===== src/sv/srle_pkg.sv =====
// Shared types, codes and the nibble grammar step for the 4-bit pixel RLE decoder.
// No dependencies; compiled first.
package srle_pkg;

    localparam int QUEUE_DEPTH_DEF = 4;

    localparam logic [9:0]  LINE_WIDTH_RESET = 10'd720;
    localparam logic [10:0] LINE_MAX         = 11'd2047;
    localparam logic [7:0]  TYPE_4BIT        = 8'h11;
    localparam logic [7:0]  TYPE_EOL         = 8'hF0;
    localparam logic [3:0]  RUN_PV_HIGH      = 4'hF;

    // Result kinds, also used as operation codes in the queue.
    localparam logic [1:0] KIND_RUN   = 2'd0;
    localparam logic [1:0] KIND_EOS   = 2'd1;
    localparam logic [1:0] KIND_EOL   = 2'd2;
    localparam logic [1:0] KIND_UNSUP = 2'd3;

    // Grammar phases.
    localparam logic [2:0] PH_START = 3'd0;
    localparam logic [2:0] PH_ESC   = 3'd1;
    localparam logic [2:0] PH_COLOR = 3'd2;
    localparam logic [2:0] PH_EXT   = 3'd3;
    localparam logic [2:0] PH_HI    = 3'd4;
    localparam logic [2:0] PH_LO    = 3'd5;
    localparam logic [2:0] PH_LONG  = 3'd6;

    localparam logic [3:0] NIB_ONE0 = 4'hC;
    localparam logic [3:0] NIB_TWO0 = 4'hD;
    localparam logic [3:0] NIB_EXT  = 4'hE;
    localparam logic [8:0] EXT_BIAS  = 9'd9;
    localparam logic [8:0] LONG_BIAS = 9'd25;
    localparam logic [8:0] MID_BIAS  = 9'd4;

    typedef struct packed {
        logic       valid;
        logic [1:0] code;
        logic [8:0] len;
        logic [7:0] pv;
    } srle_op_t;

    typedef struct packed {
        logic     fs;
        logic     bottom;
        srle_op_t op0;
        srle_op_t op1;
    } srle_entry_t;

    typedef struct packed {
        logic [2:0] phase;
        logic [7:0] plen;
        logic       run;
        logic       eos;
        logic [8:0] len;
        logic [3:0] col;
    } srle_nib_t;

    function automatic srle_nib_t nib_step(input logic [2:0] phase, input logic [7:0] plen,
                                           input logic [3:0] v);
        srle_nib_t r;
        r.phase = PH_START;
        r.plen  = plen;
        r.run   = 1'b0;
        r.eos   = 1'b0;
        r.len   = 9'd0;
        r.col   = v;
        unique case (phase)
            PH_ESC:
            begin
                r.col = 4'd0;
                if (v == 4'd0) begin
                    r.eos = 1'b1;
                end else if (v == NIB_ONE0) begin
                    r.run = 1'b1;
                    r.len = 9'd1;
                end else if (v == NIB_TWO0) begin
                    r.run = 1'b1;
                    r.len = 9'd2;
                end else if (v[3] == 1'b0) begin
                    r.run = 1'b1;
                    r.len = {5'd0, v} + 9'd2;
                end else if (v[2] == 1'b0) begin
                    r.plen  = {6'd0, v[1:0]} + MID_BIAS[7:0];
                    r.phase = PH_COLOR;
                end else if (v == NIB_EXT) begin
                    r.phase = PH_EXT;
                end else begin
                    r.phase = PH_HI;
                end
            end
            PH_COLOR:
            begin
                r.run = 1'b1;
                r.len = {1'b0, plen};
            end
            PH_EXT:
            begin
                r.plen  = {4'd0, v} + EXT_BIAS[7:0];
                r.phase = PH_COLOR;
            end
            PH_HI:
            begin
                r.plen  = {v, 4'd0};
                r.phase = PH_LO;
            end
            PH_LO:
            begin
                r.plen  = plen | {4'd0, v};
                r.phase = PH_LONG;
            end
            PH_LONG:
            begin
                r.run = 1'b1;
                r.len = {1'b0, plen} + LONG_BIAS;
            end
            default:
            begin
                // start phase; unused code 7 acts the same
                if (v != 4'd0) begin
                    r.run = 1'b1;
                    r.len = 9'd1;
                end else begin
                    r.phase = PH_ESC;
                end
            end
        endcase
        return r;
    endfunction

    function automatic srle_op_t nib_op(input srle_nib_t n);
        srle_op_t o;
        o.valid = n.run | n.eos;
        o.code  = n.eos ? KIND_EOS : KIND_RUN;
        o.len   = n.len;
        o.pv    = n.eos ? 8'd0 : {RUN_PV_HIGH, n.col};
        return o;
    endfunction

endpackage


===== src/sv/srle_fifo.sv =====
// Small register queue between the front and back parts.
// Generic payload vector; no package dependencies.
module srle_fifo #(
    parameter int DEPTH = 4,
    parameter int WIDTH = 8
) (
    input  logic             clk,
    input  logic             rst_n,
    input  logic             push,
    input  logic [WIDTH-1:0] push_data,
    output logic             full,
    input  logic             pop,
    output logic             head_valid,
    output logic [WIDTH-1:0] head_data
);
    localparam int PW = (DEPTH > 1) ? $clog2(DEPTH) : 1;
    localparam int CW = $clog2(DEPTH + 1);

    logic [WIDTH-1:0] mem [DEPTH];
    logic [PW-1:0]    wr_ptr_reg, wr_ptr_next;
    logic [PW-1:0]    rd_ptr_reg, rd_ptr_next;
    logic [CW-1:0]    count_reg, count_next;

    assign full       = (count_reg == CW'(DEPTH));
    assign head_valid = (count_reg != '0);
    assign head_data  = mem[rd_ptr_reg];

    always_comb
    begin
        wr_ptr_next = wr_ptr_reg;
        rd_ptr_next = rd_ptr_reg;
        count_next  = count_reg;
        if (push) begin
            wr_ptr_next = (wr_ptr_reg == PW'(DEPTH - 1)) ? '0 : wr_ptr_reg + PW'(1);
        end
        if (pop) begin
            rd_ptr_next = (rd_ptr_reg == PW'(DEPTH - 1)) ? '0 : rd_ptr_reg + PW'(1);
        end
        if (push && !pop) begin
            count_next = count_reg + CW'(1);
        end else if (pop && !push) begin
            count_next = count_reg - CW'(1);
        end
    end

    always_ff @(posedge clk or negedge rst_n)
    begin
        if (!rst_n) begin
            wr_ptr_reg <= '0;
            rd_ptr_reg <= '0;
            count_reg  <= '0;
        end else begin
            wr_ptr_reg <= wr_ptr_next;
            rd_ptr_reg <= rd_ptr_next;
            count_reg  <= count_next;
        end
    end

    always_ff @(posedge clk)
    begin
        if (push) begin
            mem[wr_ptr_reg] <= push_data;
        end
    end

    a_no_overflow: assert property (@(posedge clk) disable iff (!rst_n) push |-> (!full || pop))
        else $error("queue push while full");
    a_no_underflow: assert property (@(posedge clk) disable iff (!rst_n) pop |-> head_valid)
        else $error("queue pop while empty");
    a_count_bound: assert property (@(posedge clk) disable iff (!rst_n)
        count_reg <= CW'(DEPTH))
        else $error("queue count out of range");

endmodule


===== src/sv/srle_front.sv =====
// Front part: takes input bytes, runs the data-type / nibble grammar and
// turns each byte into a queue entry of up to two operations. Uses srle_pkg.
module srle_front (
    input  logic                 clk,
    input  logic                 rst_n,
    input  logic                 in_valid,
    output logic                 in_ready,
    input  logic [7:0]           data_byte,
    input  logic                 field_start,
    input  logic                 bottom_field,
    input  logic                 queue_full,
    output logic                 push,
    output srle_pkg::srle_entry_t entry
);
    import srle_pkg::*;

    logic       in_string_reg, in_string_next;
    logic [2:0] phase_reg, phase_next;
    logic [7:0] plen_reg, plen_next;
    logic       is_base;
    logic [2:0] ph_base;
    logic [7:0] pl_base;
    srle_nib_t  hi_res, lo_res;
    srle_op_t   hi_op, lo_op;

    assign in_ready = !queue_full;
    assign push     = in_valid && in_ready;

    // field start clears the grammar before the byte is looked at
    assign is_base = field_start ? 1'b0 : in_string_reg;
    assign ph_base = field_start ? PH_START : phase_reg;
    assign pl_base = field_start ? 8'd0 : plen_reg;

    assign hi_res = nib_step(ph_base, pl_base, data_byte[7:4]);
    assign lo_res = nib_step(hi_res.phase, hi_res.plen, data_byte[3:0]);
    assign hi_op  = nib_op(hi_res);
    assign lo_op  = nib_op(lo_res);

    always_comb
    begin
        in_string_next = is_base;
        phase_next     = ph_base;
        plen_next      = pl_base;
        entry.fs       = field_start;
        entry.bottom   = bottom_field;
        entry.op0      = '0;
        entry.op1      = '0;
        if (!is_base) begin
            if (data_byte == TYPE_4BIT) begin
                in_string_next = 1'b1;
                phase_next     = PH_START;
            end else if (data_byte == TYPE_EOL) begin
                entry.op0.valid = 1'b1;
                entry.op0.code  = KIND_EOL;
            end else begin
                entry.op0.valid = 1'b1;
                entry.op0.code  = KIND_UNSUP;
                entry.op0.pv    = data_byte;
            end
        end else if (hi_res.eos) begin
            // low nibble is padding
            entry.op0      = hi_op;
            in_string_next = 1'b0;
            phase_next     = hi_res.phase;
            plen_next      = hi_res.plen;
        end else begin
            if (hi_op.valid) begin
                entry.op0 = hi_op;
                entry.op1 = lo_op;
            end else begin
                entry.op0 = lo_op;
            end
            in_string_next = !lo_res.eos;
            phase_next     = lo_res.phase;
            plen_next      = lo_res.plen;
        end
    end

    always_ff @(posedge clk or negedge rst_n)
    begin
        if (!rst_n) begin
            in_string_reg <= 1'b0;
            phase_reg     <= PH_START;
            plen_reg      <= 8'd0;
        end else if (push) begin
            in_string_reg <= in_string_next;
            phase_reg     <= phase_next;
            plen_reg      <= plen_next;
        end
    end

    a_op_packed: assert property (@(posedge clk) disable iff (!rst_n)
        (push && entry.op1.valid) |-> entry.op0.valid)
        else $error("second op without first");

endmodule


===== src/sv/srle_back.sv =====
// Back part: executes queued operations against x position and line count,
// clips runs at the line width and drives the output register. Uses srle_pkg.
module srle_back (
    input  logic                  clk,
    input  logic                  rst_n,
    input  logic                  cfg_write_en,
    input  logic [9:0]            cfg_write_data,
    input  logic                  head_valid,
    input  srle_pkg::srle_entry_t head,
    output logic                  pop,
    output logic                  out_valid,
    input  logic                  out_ready,
    output logic [1:0]            kind,
    output logic [7:0]            pixel_value,
    output logic [9:0]            x_start,
    output logic [8:0]            run_length,
    output logic [10:0]           line_number
);
    import srle_pkg::*;

    logic [9:0]  line_width_reg;
    logic [9:0]  lp_reg, lp_next;
    logic [10:0] cl_reg, cl_next;
    logic        sel_reg, sel_next;
    logic        out_valid_reg, out_valid_next;
    logic [1:0]  kind_reg, kind_next;
    logic [7:0]  pv_reg, pv_next;
    logic [9:0]  xs_reg, xs_next;
    logic [8:0]  rl_reg, rl_next;
    logic [10:0] ln_reg, ln_next;
    logic        step, apply_fs;
    logic [9:0]  lp_base, room;
    logic [10:0] cl_base;
    logic [11:0] cl_plus2;
    logic [8:0]  take;
    srle_op_t    op;

    assign step     = head_valid && (!out_valid_reg || out_ready);
    assign apply_fs = !sel_reg && head.fs;
    assign lp_base  = apply_fs ? 10'd0 : lp_reg;
    assign cl_base  = apply_fs ? {10'd0, head.bottom} : cl_reg;
    assign op       = sel_reg ? head.op1 : head.op0;
    assign room     = line_width_reg - lp_base;
    assign take     = ({1'b0, op.len} < room) ? op.len : room[8:0];
    assign cl_plus2 = {1'b0, cl_base} + 12'd2;

    always_comb
    begin
        lp_next        = lp_reg;
        cl_next        = cl_reg;
        sel_next       = sel_reg;
        pop            = 1'b0;
        out_valid_next = out_valid_reg && !out_ready;
        kind_next      = kind_reg;
        pv_next        = pv_reg;
        xs_next        = xs_reg;
        rl_next        = rl_reg;
        ln_next        = ln_reg;
        if (step) begin
            lp_next = lp_base;
            cl_next = cl_base;
            if (op.valid) begin
                kind_next = op.code;
                pv_next   = op.pv;
                xs_next   = lp_base;
                rl_next   = 9'd0;
                ln_next   = cl_base;
                unique case (op.code)
                    KIND_RUN:
                    begin
                        // run starting at or past the width is dropped
                        if (lp_base < line_width_reg) begin
                            out_valid_next = 1'b1;
                            rl_next        = take;
                            lp_next        = lp_base + {1'b0, take};
                        end
                    end
                    KIND_EOS:
                    begin
                        out_valid_next = 1'b1;
                    end
                    KIND_EOL:
                    begin
                        out_valid_next = 1'b1;
                        lp_next        = 10'd0;
                        cl_next        = (cl_plus2 > {1'b0, LINE_MAX}) ? LINE_MAX
                                                                       : cl_plus2[10:0];
                    end
                    default:
                    begin
                        out_valid_next = 1'b1;
                        xs_next        = 10'd0;
                    end
                endcase
            end
            if (!sel_reg && head.op1.valid) begin
                sel_next = 1'b1;
            end else begin
                sel_next = 1'b0;
                pop      = 1'b1;
            end
        end
    end

    always_ff @(posedge clk or negedge rst_n)
    begin
        if (!rst_n) begin
            line_width_reg <= LINE_WIDTH_RESET;
            lp_reg         <= 10'd0;
            cl_reg         <= 11'd0;
            sel_reg        <= 1'b0;
            out_valid_reg  <= 1'b0;
        end else begin
            if (cfg_write_en) begin
                line_width_reg <= cfg_write_data;
            end
            lp_reg        <= lp_next;
            cl_reg        <= cl_next;
            sel_reg       <= sel_next;
            out_valid_reg <= out_valid_next;
        end
    end

    always_ff @(posedge clk)
    begin
        kind_reg <= kind_next;
        pv_reg   <= pv_next;
        xs_reg   <= xs_next;
        rl_reg   <= rl_next;
        ln_reg   <= ln_next;
    end

    assign out_valid   = out_valid_reg;
    assign kind        = kind_reg;
    assign pixel_value = pv_reg;
    assign x_start     = xs_reg;
    assign run_length  = rl_reg;
    assign line_number = ln_reg;

    a_sel_has_head: assert property (@(posedge clk) disable iff (!rst_n)
        sel_reg |-> head_valid)
        else $error("second op selected with empty queue");
    a_run_nonzero: assert property (@(posedge clk) disable iff (!rst_n)
        (out_valid_reg && kind_reg == KIND_RUN) |-> (rl_reg != 9'd0))
        else $error("empty run delivered");
    a_other_zero_len: assert property (@(posedge clk) disable iff (!rst_n)
        (out_valid_reg && kind_reg != KIND_RUN) |-> (rl_reg == 9'd0))
        else $error("non-run result with a length");

endmodule


===== src/sv/subtitle_4bit_pixel_rle_decoder.sv =====
// Each result passes through the queue and then the output register after its byte's transfer.
// One byte per cycle while the queue has room; a byte with two results holds the back
// part for both (one output register, one result per unstalled cycle), so the queue fills.
// Reset (rst_n, async, active low): idle grammar, x 0, line 0, line width 720, queue empty.
// Top level: front (grammar) -> queue -> back (clipping, x/line tracking, output register).
module subtitle_4bit_pixel_rle_decoder #(
    parameter int QUEUE_DEPTH = srle_pkg::QUEUE_DEPTH_DEF
) (
    input  logic        clk,
    input  logic        rst_n,
    // input byte channel
    input  logic        in_valid,
    output logic        in_ready,
    input  logic [7:0]  data_byte,
    input  logic        field_start,
    input  logic        bottom_field,
    // line width register write
    input  logic        cfg_write_en,
    input  logic [9:0]  cfg_write_data,
    // result channel
    output logic        out_valid,
    input  logic        out_ready,
    output logic [1:0]  kind,
    output logic [7:0]  pixel_value,
    output logic [9:0]  x_start,
    output logic [8:0]  run_length,
    output logic [10:0] line_number
);
    import srle_pkg::*;

    localparam int ENTRY_W = $bits(srle_entry_t);

    srle_entry_t      push_entry;
    srle_entry_t      head_entry;
    logic [ENTRY_W-1:0] head_bits;
    logic             push;
    logic             pop;
    logic             queue_full;
    logic             head_valid;

    // Front: one transfer per cycle while the queue has room. Each byte becomes
    // one entry (data type, or both nibbles decoded), possibly with no operation.
    srle_front u_front (
        .clk          (clk),
        .rst_n        (rst_n),
        .in_valid     (in_valid),
        .in_ready     (in_ready),
        .data_byte    (data_byte),
        .field_start  (field_start),
        .bottom_field (bottom_field),
        .queue_full   (queue_full),
        .push         (push),
        .entry        (push_entry)
    );

    // Queue decouples the grammar from output stalls.
    srle_fifo #(
        .DEPTH (QUEUE_DEPTH),
        .WIDTH (ENTRY_W)
    ) u_queue (
        .clk        (clk),
        .rst_n      (rst_n),
        .push       (push),
        .push_data  (push_entry),
        .full       (queue_full),
        .pop        (pop),
        .head_valid (head_valid),
        .head_data  (head_bits)
    );

    assign head_entry = srle_entry_t'(head_bits);

    // Back: one op per unstalled cycle, clipped at the line width, into the output register.
    srle_back u_back (
        .clk            (clk),
        .rst_n          (rst_n),
        .cfg_write_en   (cfg_write_en),
        .cfg_write_data (cfg_write_data),
        .head_valid     (head_valid),
        .head           (head_entry),
        .pop            (pop),
        .out_valid      (out_valid),
        .out_ready      (out_ready),
        .kind           (kind),
        .pixel_value    (pixel_value),
        .x_start        (x_start),
        .run_length     (run_length),
        .line_number    (line_number)
    );

endmodule

===== config.mk =====
export PLATFORM = sky130hd
export DESIGN_NAME = subtitle_4bit_pixel_rle_decoder
export DESIGN_NICKNAME = d
export VERILOG_FILES = /design/src/sv/srle_pkg.sv /design/src/sv/srle_fifo.sv /design/src/sv/srle_front.sv /design/src/sv/srle_back.sv /design/src/sv/subtitle_4bit_pixel_rle_decoder.sv
export SDC_FILE = /design/constraint.sdc
export NUM_CORES = 1
export LEC_CHECK = 0
export ABC_AREA = 0
export BUFFER_PORTS_ARGS = -buffer_cell sky130_fd_sc_hd__buf_4
export CORE_ASPECT_RATIO = 1.2
export CORE_MARGIN = 10
export CORE_UTILIZATION = 56
export CTS_CLUSTER_SIZE = 20
export DETAILED_ROUTE_END_ITERATION = 8
export PLACE_DENSITY = 0.74
export SETUP_SLACK_MARGIN = 0.2
export SYNTH_ARGS = -nofsm -noshare
export SYNTH_HDL_FRONTEND = slang
export SYNTH_SLANG_ARGS = --single-unit

===== constraint.sdc =====
create_clock -name clk -period 17.6 [get_ports clk]
set_input_delay 5.28 -clock clk [delete_from_list [all_inputs] [get_ports clk]]
set_output_delay 5.28 -clock clk [all_outputs]
set_load 0.02 [all_outputs]

==> Word-level counts from Yosys, hierarchy flattened <==
Memories as Yosys holds them, arrays and structs flattened.
Cells that the tools add are included.
{ "classes": {"addsub": 15, "multipliers": 0, "div": 0, "n_lt_le_gt_ge": 3, "n_eq_ne": 25, "n_shift": 0, "muxes": 98, "n_bitwise": 4, "reduce_logical": 29} }
{ "ops": {"columns": ["operator", "count"], "rows": [
  ["20-bit two-way mux", 6],
  ["11-bit two-way mux", 10],
  ["9-bit two-way mux", 10],
  ["8-bit two-way mux", 10],
  ["9-bit case mux with 4 select lines", 2],
  ["8-bit case mux with 4 select lines", 2],
  ["3-bit two-way mux", 12],
  ["1-bit two-way mux", 32],
  ["10-bit two-way mux", 3],
  ["3-bit case mux with 5 select lines", 2],
  ["4-bit equality test (second input constant)", 6],
  ["12-bit two-way mux", 2],
  ["3-bit equality test (second input constant)", 7],
  ["10-bit case mux with 2 select lines", 1],
  ["8-bit by 5-bit adder with 9-bit output (second input constant)", 2],
  ["8-bit by 4-bit OR with 8-bit output", 2],
  ["11-bit by 2-bit adder with 12-bit output (second input constant)", 1],
  ["3-bit by 2-bit equality test with 1-bit output (second input constant)", 4],
  ["12-bit by 11-bit > comparator with 1-bit output (second input constant)", 1],
  ["10-bit by 9-bit adder with 10-bit output", 1],
  ["4-bit by 2-bit adder with 5-bit output (second input constant)", 2],
  ["4-bit by 4-bit adder with 5-bit output (second input constant)", 2],
  ["10-bit < comparator", 1],
  ["9-bit by 10-bit < comparator with 1-bit output", 1],
  ["other kinds (25)", 52]
]} }
{ "word_totals": {"register_bits": 92, "latchBits": 0, "ramBits": 168, "romBits": 0, "out_inout_bits": 42, "wordCells": 191, "memories": 1} }
{ "memory_table": {"columns": ["name", "words", "word_bits", "read_ports", "rd_clocked_by_memory_dff", "wr", "line", "source"], "rows": [
  ["u_queue.mem", 4, 42, 1, 0, 1, "srle_fifo.sv:19", "logic [WIDTH-1:0] mem [DEPTH];"]
]} }

==> Logic depth before layout (Yosys ltp) <==
{ "logic_depth": {"ltp_word": 18, "ltp_mapped": 28, "ltp_nobuf": 24} }

==> Modules after synthesis <==
A second synthesis with hierarchy kept.
{ "unflattened": {"cells_unflattened": 1046, "area_unflattened_um2": 13640.6} }
{ "by_module_without_submodules": {"columns": ["mod", "n_inst", "cells_each", "area_each_um2", "seq_area_each_um2"], "rows": [
  ["srle_fifo", 1, 257, 6536.3, 5220.0],
  ["srle_back", 1, 434, 4521.8, 2031.9],
  ["srle_front", 1, 355, 2582.5, 300.3]
]} }

==> Least setup slack after synthesis <==
OpenSTA, ideal clock, no wires.
{ "synth_timing": {"path_type": "input -> register", "start": "input port out_ready", "end": "register u_back.out_valid_reg, in the netlist u_back.out_valid", "setup_time_ns": 0.078, "arrival_time_ns": 8.151, "required_time_ns": 17.522, "path_slack_ns": 9.372, "stages": 6, "n_path_buf": 1, "path_cell_list": "nand2b_1 o31ai_1 clkbuf_1 a21oi_1 o21ai_0 nand2_1"} }
{ "synth_via": {"elab_chain_len": 6} }
{ "synth_rtl": {"columns": ["element", "line", "source"], "rows": [
  ["start, declared", "subtitle_4bit_pixel_rle_decoder.sv:22", "input logic out_ready,"],
  ["1-bit zero test", "srle_back.sv:53", "out_valid_next = out_valid_reg && !out_ready;"],
  ["1-bit logical AND", "srle_back.sv:53", null],
  ["1-bit two-way mux", "srle_back.sv:72", "if (lp_base < line_width_reg) begin"],
  ["1-bit two-way mux", "srle_back.sv:68", "unique case (op.code)"],
  ["1-bit two-way mux", "srle_back.sv:62", "if (op.valid) begin"],
  ["1-bit two-way mux (*)", "srle_back.sv:59", "if (step) begin"],
  ["named net u_back.out_valid_next", "srle_back.sv:25", "logic out_valid_reg, out_valid_next;"],
  ["end signal, assigned", "srle_back.sv:120", "out_valid_reg <= out_valid_next;"],
  ["end, declared", "srle_back.sv:25", null]
]} }
The timed path passes the listed nets; every way through them passes the cells marked *.
A chain may end at the register's enable or synchronous reset.

==> impl_metrics.tcl <==
set metrics [dict create \
    netlist_area_um2 13000 \
    grt_max_degree 53 \
    htree_levels 1 \
    p_sw_share_pct 37.0 \
    portBuffers 66 \
    worst_hold_startpoint "u_back.lp_reg[7]" \
    synth_xor_area_share_pct 1.82 \
    crit_start "data_byte[4]" \
    critPathRequiredTime_ns 17.90 \
    die_area_um2 29700 \
    root_buffer "clkbuf_16" \
    fin_area_um2 14700 \
    dpl-instance-area_um2 13800 \
    cp_top_family "simple AND/OR/NAND/NOR gates" \
    synth-compound-area-share_pct 11.9 \
    clk_pin_slew_worst_paths_ns 0.06 \
    r2r_end "u_back.lp_reg[8]" \
    ctsResizeCount 0 \
    yosys_warnings 0 \
    maxSlewHeadroom_pct 28.2 \
    yosysUniqueCellTypes 94 \
    crit_buf_inv 2 \
    outcome "completed" \
    p_leak_nw 5.57 \
    irDropWorstVdd_mv 0.112 \
    finalSetupViolCount 0 \
    synth-seq-area-share_pct 54.5 \
    seq_power_share_pct 33.7 \
    drtAntennaViolNets 0 \
    r2r_cells 24 \
    postCtsSetupBuffers 0 \
    synth-simple-area-share_pct 13.6 \
    hpwl_um 19900 \
    power_density_nw_per_um2 172 \
    grt_pass1_wl_um 47100 \
    min_period_ns 7.45 \
    holdPathStages 1 \
    reg2reg_slack_ns 10.33 \
    layout-drive-gt1-share_pct 17.8 \
    numCtsBuffers 25 \
    grt-ovfl-total 0 \
    ioPinCount 67 \
    synthArstFlopShare_pct 21.3 \
    grt_pass1_vias 8750 \
    avgSynthCellArea_um2 12.3 \
    worstHoldEndpoint "u_back.lp_reg[7]" \
    cts_tree "yes" \
    crit_chain "buf_4, inv_1, ha_1, nor3b_2, a21oi_1, o21a_1, or3_4, a2111o_1, o211ai_1" \
    worstReg2RegStart "u_back.sel_reg" \
    hp-class "reg -> reg" \
    first_pass_iters 5 \
    globalplace.congestion 0.935 \
    hold_viol 0 \
    final_util_pct 64.9 \
    fmax_mhz 134 \
    critPathSlowestCell "nor3b_2" \
    max_stage_delay_ns 0.60 \
    clkSinkCount 244 \
    p_sw_w 0.000935 \
    die_w_um 159 \
    power_frac_clock_pct 21.5 \
    syn_inst 1051 \
    drt_iter0_drc 759 \
    slew_viol_final 0 \
    skew_ns 0.0163 \
    drc 0 \
    synth_top_cell_area_share_pct 44.5 \
    p_int_w 0.00159 \
    avgViaCountPerCell 5.99 \
    syn_to_final_growth_pct 13.2 \
    ys.flop_type "edfxtp_1" \
    start_util_pct 57.4 \
    worst-slew-pin-transition_ns 1.08 \
    cts_max_path_buffers 3 \
    largest_reg_flops 152 \
    clock_latency_ns 0.53 \
    post-route-period-util_pct 42.3 \
    synthMuxAreaShare_pct 9.98 \
    final_nets 1214 \
    start_kind "primary input" \
    setup.worst_path.class "in -> reg" \
    vias 8788 \
    power.total_w 0.00253 \
    rsz0062_at_grt "false" \
    ctsHoldBuffers 0 \
    ys_ff_latch 244 \
    cap_violations 0 \
    rows 60 \
    routed_wirelength_um 29100 \
    antenna_found_initial 0 \
    crit_fanout 13 \
    wl_per_cell_um 19.8 \
    n_antenna_cell 0 \
    worstSetupEndpointType "flip-flop" \
    synth_top_family_by_area "simple AND/OR/NAND/NOR gates" \
    core_area_um2 22600 \
    die_y_um 187 \
    grt.total_usage_pct 19.2 \
    setup_tns_ns 0 \
    synthAdderAreaFrac_pct 5.00 \
    cp.arrival_ns 7.75 \
    synth_top_area_cell "edfxtp_1" \
    comb_power_share_pct 44.7 \
    synth-edff-count 192 \
    synth_area_leaders "edfxtp_1, dfrtp_1, mux4_2, ha_1, nand2_1" \
]
==> kinds of logic after synthesis <==
family                     count (synthesis)
AOI/OAI and AO/OA                        224
xor gates and xnor gates                  27
adders and majority gates                 50
buffers and inverters                     90
DFF                                      244
muxes                                     78
other                                      1
and+or+nand+nor                          337
==> cells in the final DEF (no fill, tap or decap), types with 6 or more instances in the layout <==
| cell type | n |
|---|---|
| or2_2 | 7 |
| o211ai_1 | 7 |
| a22oi_1 | 6 |
| a22o_1 | 12 |
| clkinv_1 | 9 |
| ha_1 | 47 |
| buf_4 | 74 |
| nor3_1 | 16 |
| a211oi_1 | 7 |
| o21a_1 | 7 |
| inv_1 | 40 |
| o21ai_1 | 7 |
| and2_1 | 20 |
| nand3b_1 | 6 |
| mux2i_1 | 25 |
| a21oi_1 | 50 |
| nor2b_1 | 12 |
| xnor2_1 | 17 |
| xor2_1 | 10 |
| a31oi_1 | 15 |
| mux2_2 | 14 |
| nand3_1 | 15 |
| conb_1 | 36 |
| edfxtp_1 | 192 |
| nand2b_1 | 20 |
| and3_1 | 7 |
| dfrtp_1 | 47 |
| nor2_1 | 50 |
| o21ai_0 | 48 |
| mux4_2 | 37 |
| a21o_1 | 10 |
| nand2_1 | 134 |
| clkbuf_16 | 25 |
==> synthesized netlist by cell type, types with 7 or more instances <==
library cell and instances:
nor2b_1 12, nand2b_1 20, o21ai_0 48, dfrtp_1 48
o21a_1 7, a21o_1 10, xnor2_1 17, ha_1 47
o21ai_1 7, a31oi_1 15, edfxtp_1 192, a21oi_1 51
inv_1 40, and2_1 20, nor2_1 50, nor3_1 16
mux4_2 37, mux2i_1 25, xor2_1 10, clkbuf_1 23
nand2_1 134, a22o_1 12, nand3_1 15, or2_2 7
and3_1 11, a211oi_1 7, o211ai_1 7, mux2_2 14
buf_2 12
==> power by group through the flow <==
stage	Sequential (W)	Clock [W]	Combinational, W
after floorplan	0.000916	0	0.000790
after global placement	0.000859	0	0.00112
after detailed placement	0.000865	0	0.00113
after CTS	0.000855	0.000554	0.00114
after global routing	0.000868	0.000579	0.00125
final	0.000853	0.000544	0.00113
==> metrics by stage <==
step | std cells | hold WS, ns | setup slack (ns)
6_report | 1468 | 0.499 | 10.15
5_1_grt | 1468 | 0.531 | 9.82
4_1_cts | 1468 | 0.501 | 10.24
3_5_place_dp | 1422 | 0.486 | 9.70
3_3_place_gp | 1422 | 0.453 | 9.81
2_1_floorplan | 1086 | 0.439 | 9.37
==> worst max path at each step <==
stage	end	slack (ns)	cells after the start
after global placement	u_queue.mem[0][34]	9.81	9
final	u_queue.mem[3][33]	10.15	9
after CTS	u_queue.mem[1][32]	10.24	10
after floorplan	u_back.out_valid	9.37	6
after detailed placement	u_queue.mem[3][32]	9.70	10
after global routing	u_back.lp_reg[8]	9.82	24
==> per-layer routing <==
layer / GRT usage [%] / wire [um] / share of wire (%)
met5: 0 / 0 / 0
met4: 6.64 / 887 / 3.0
met3: 3.06 / 1580 / 5.4
met2: 32.9 / 14500 / 50
met1: 24.3 / 12200 / 42
==> layout make-up <==
type	instances	area (um^2)
Timing Repair Buffer	74	556
Clock buffer	28	637
Inverter	42	158
Sequential cell	244	7070
Tap cell	310	388
Fill cell	1708	7920
Multi-Input combinational cell	752	5650
Clock inverter	18	213
(Power assumes the default switching activity.)
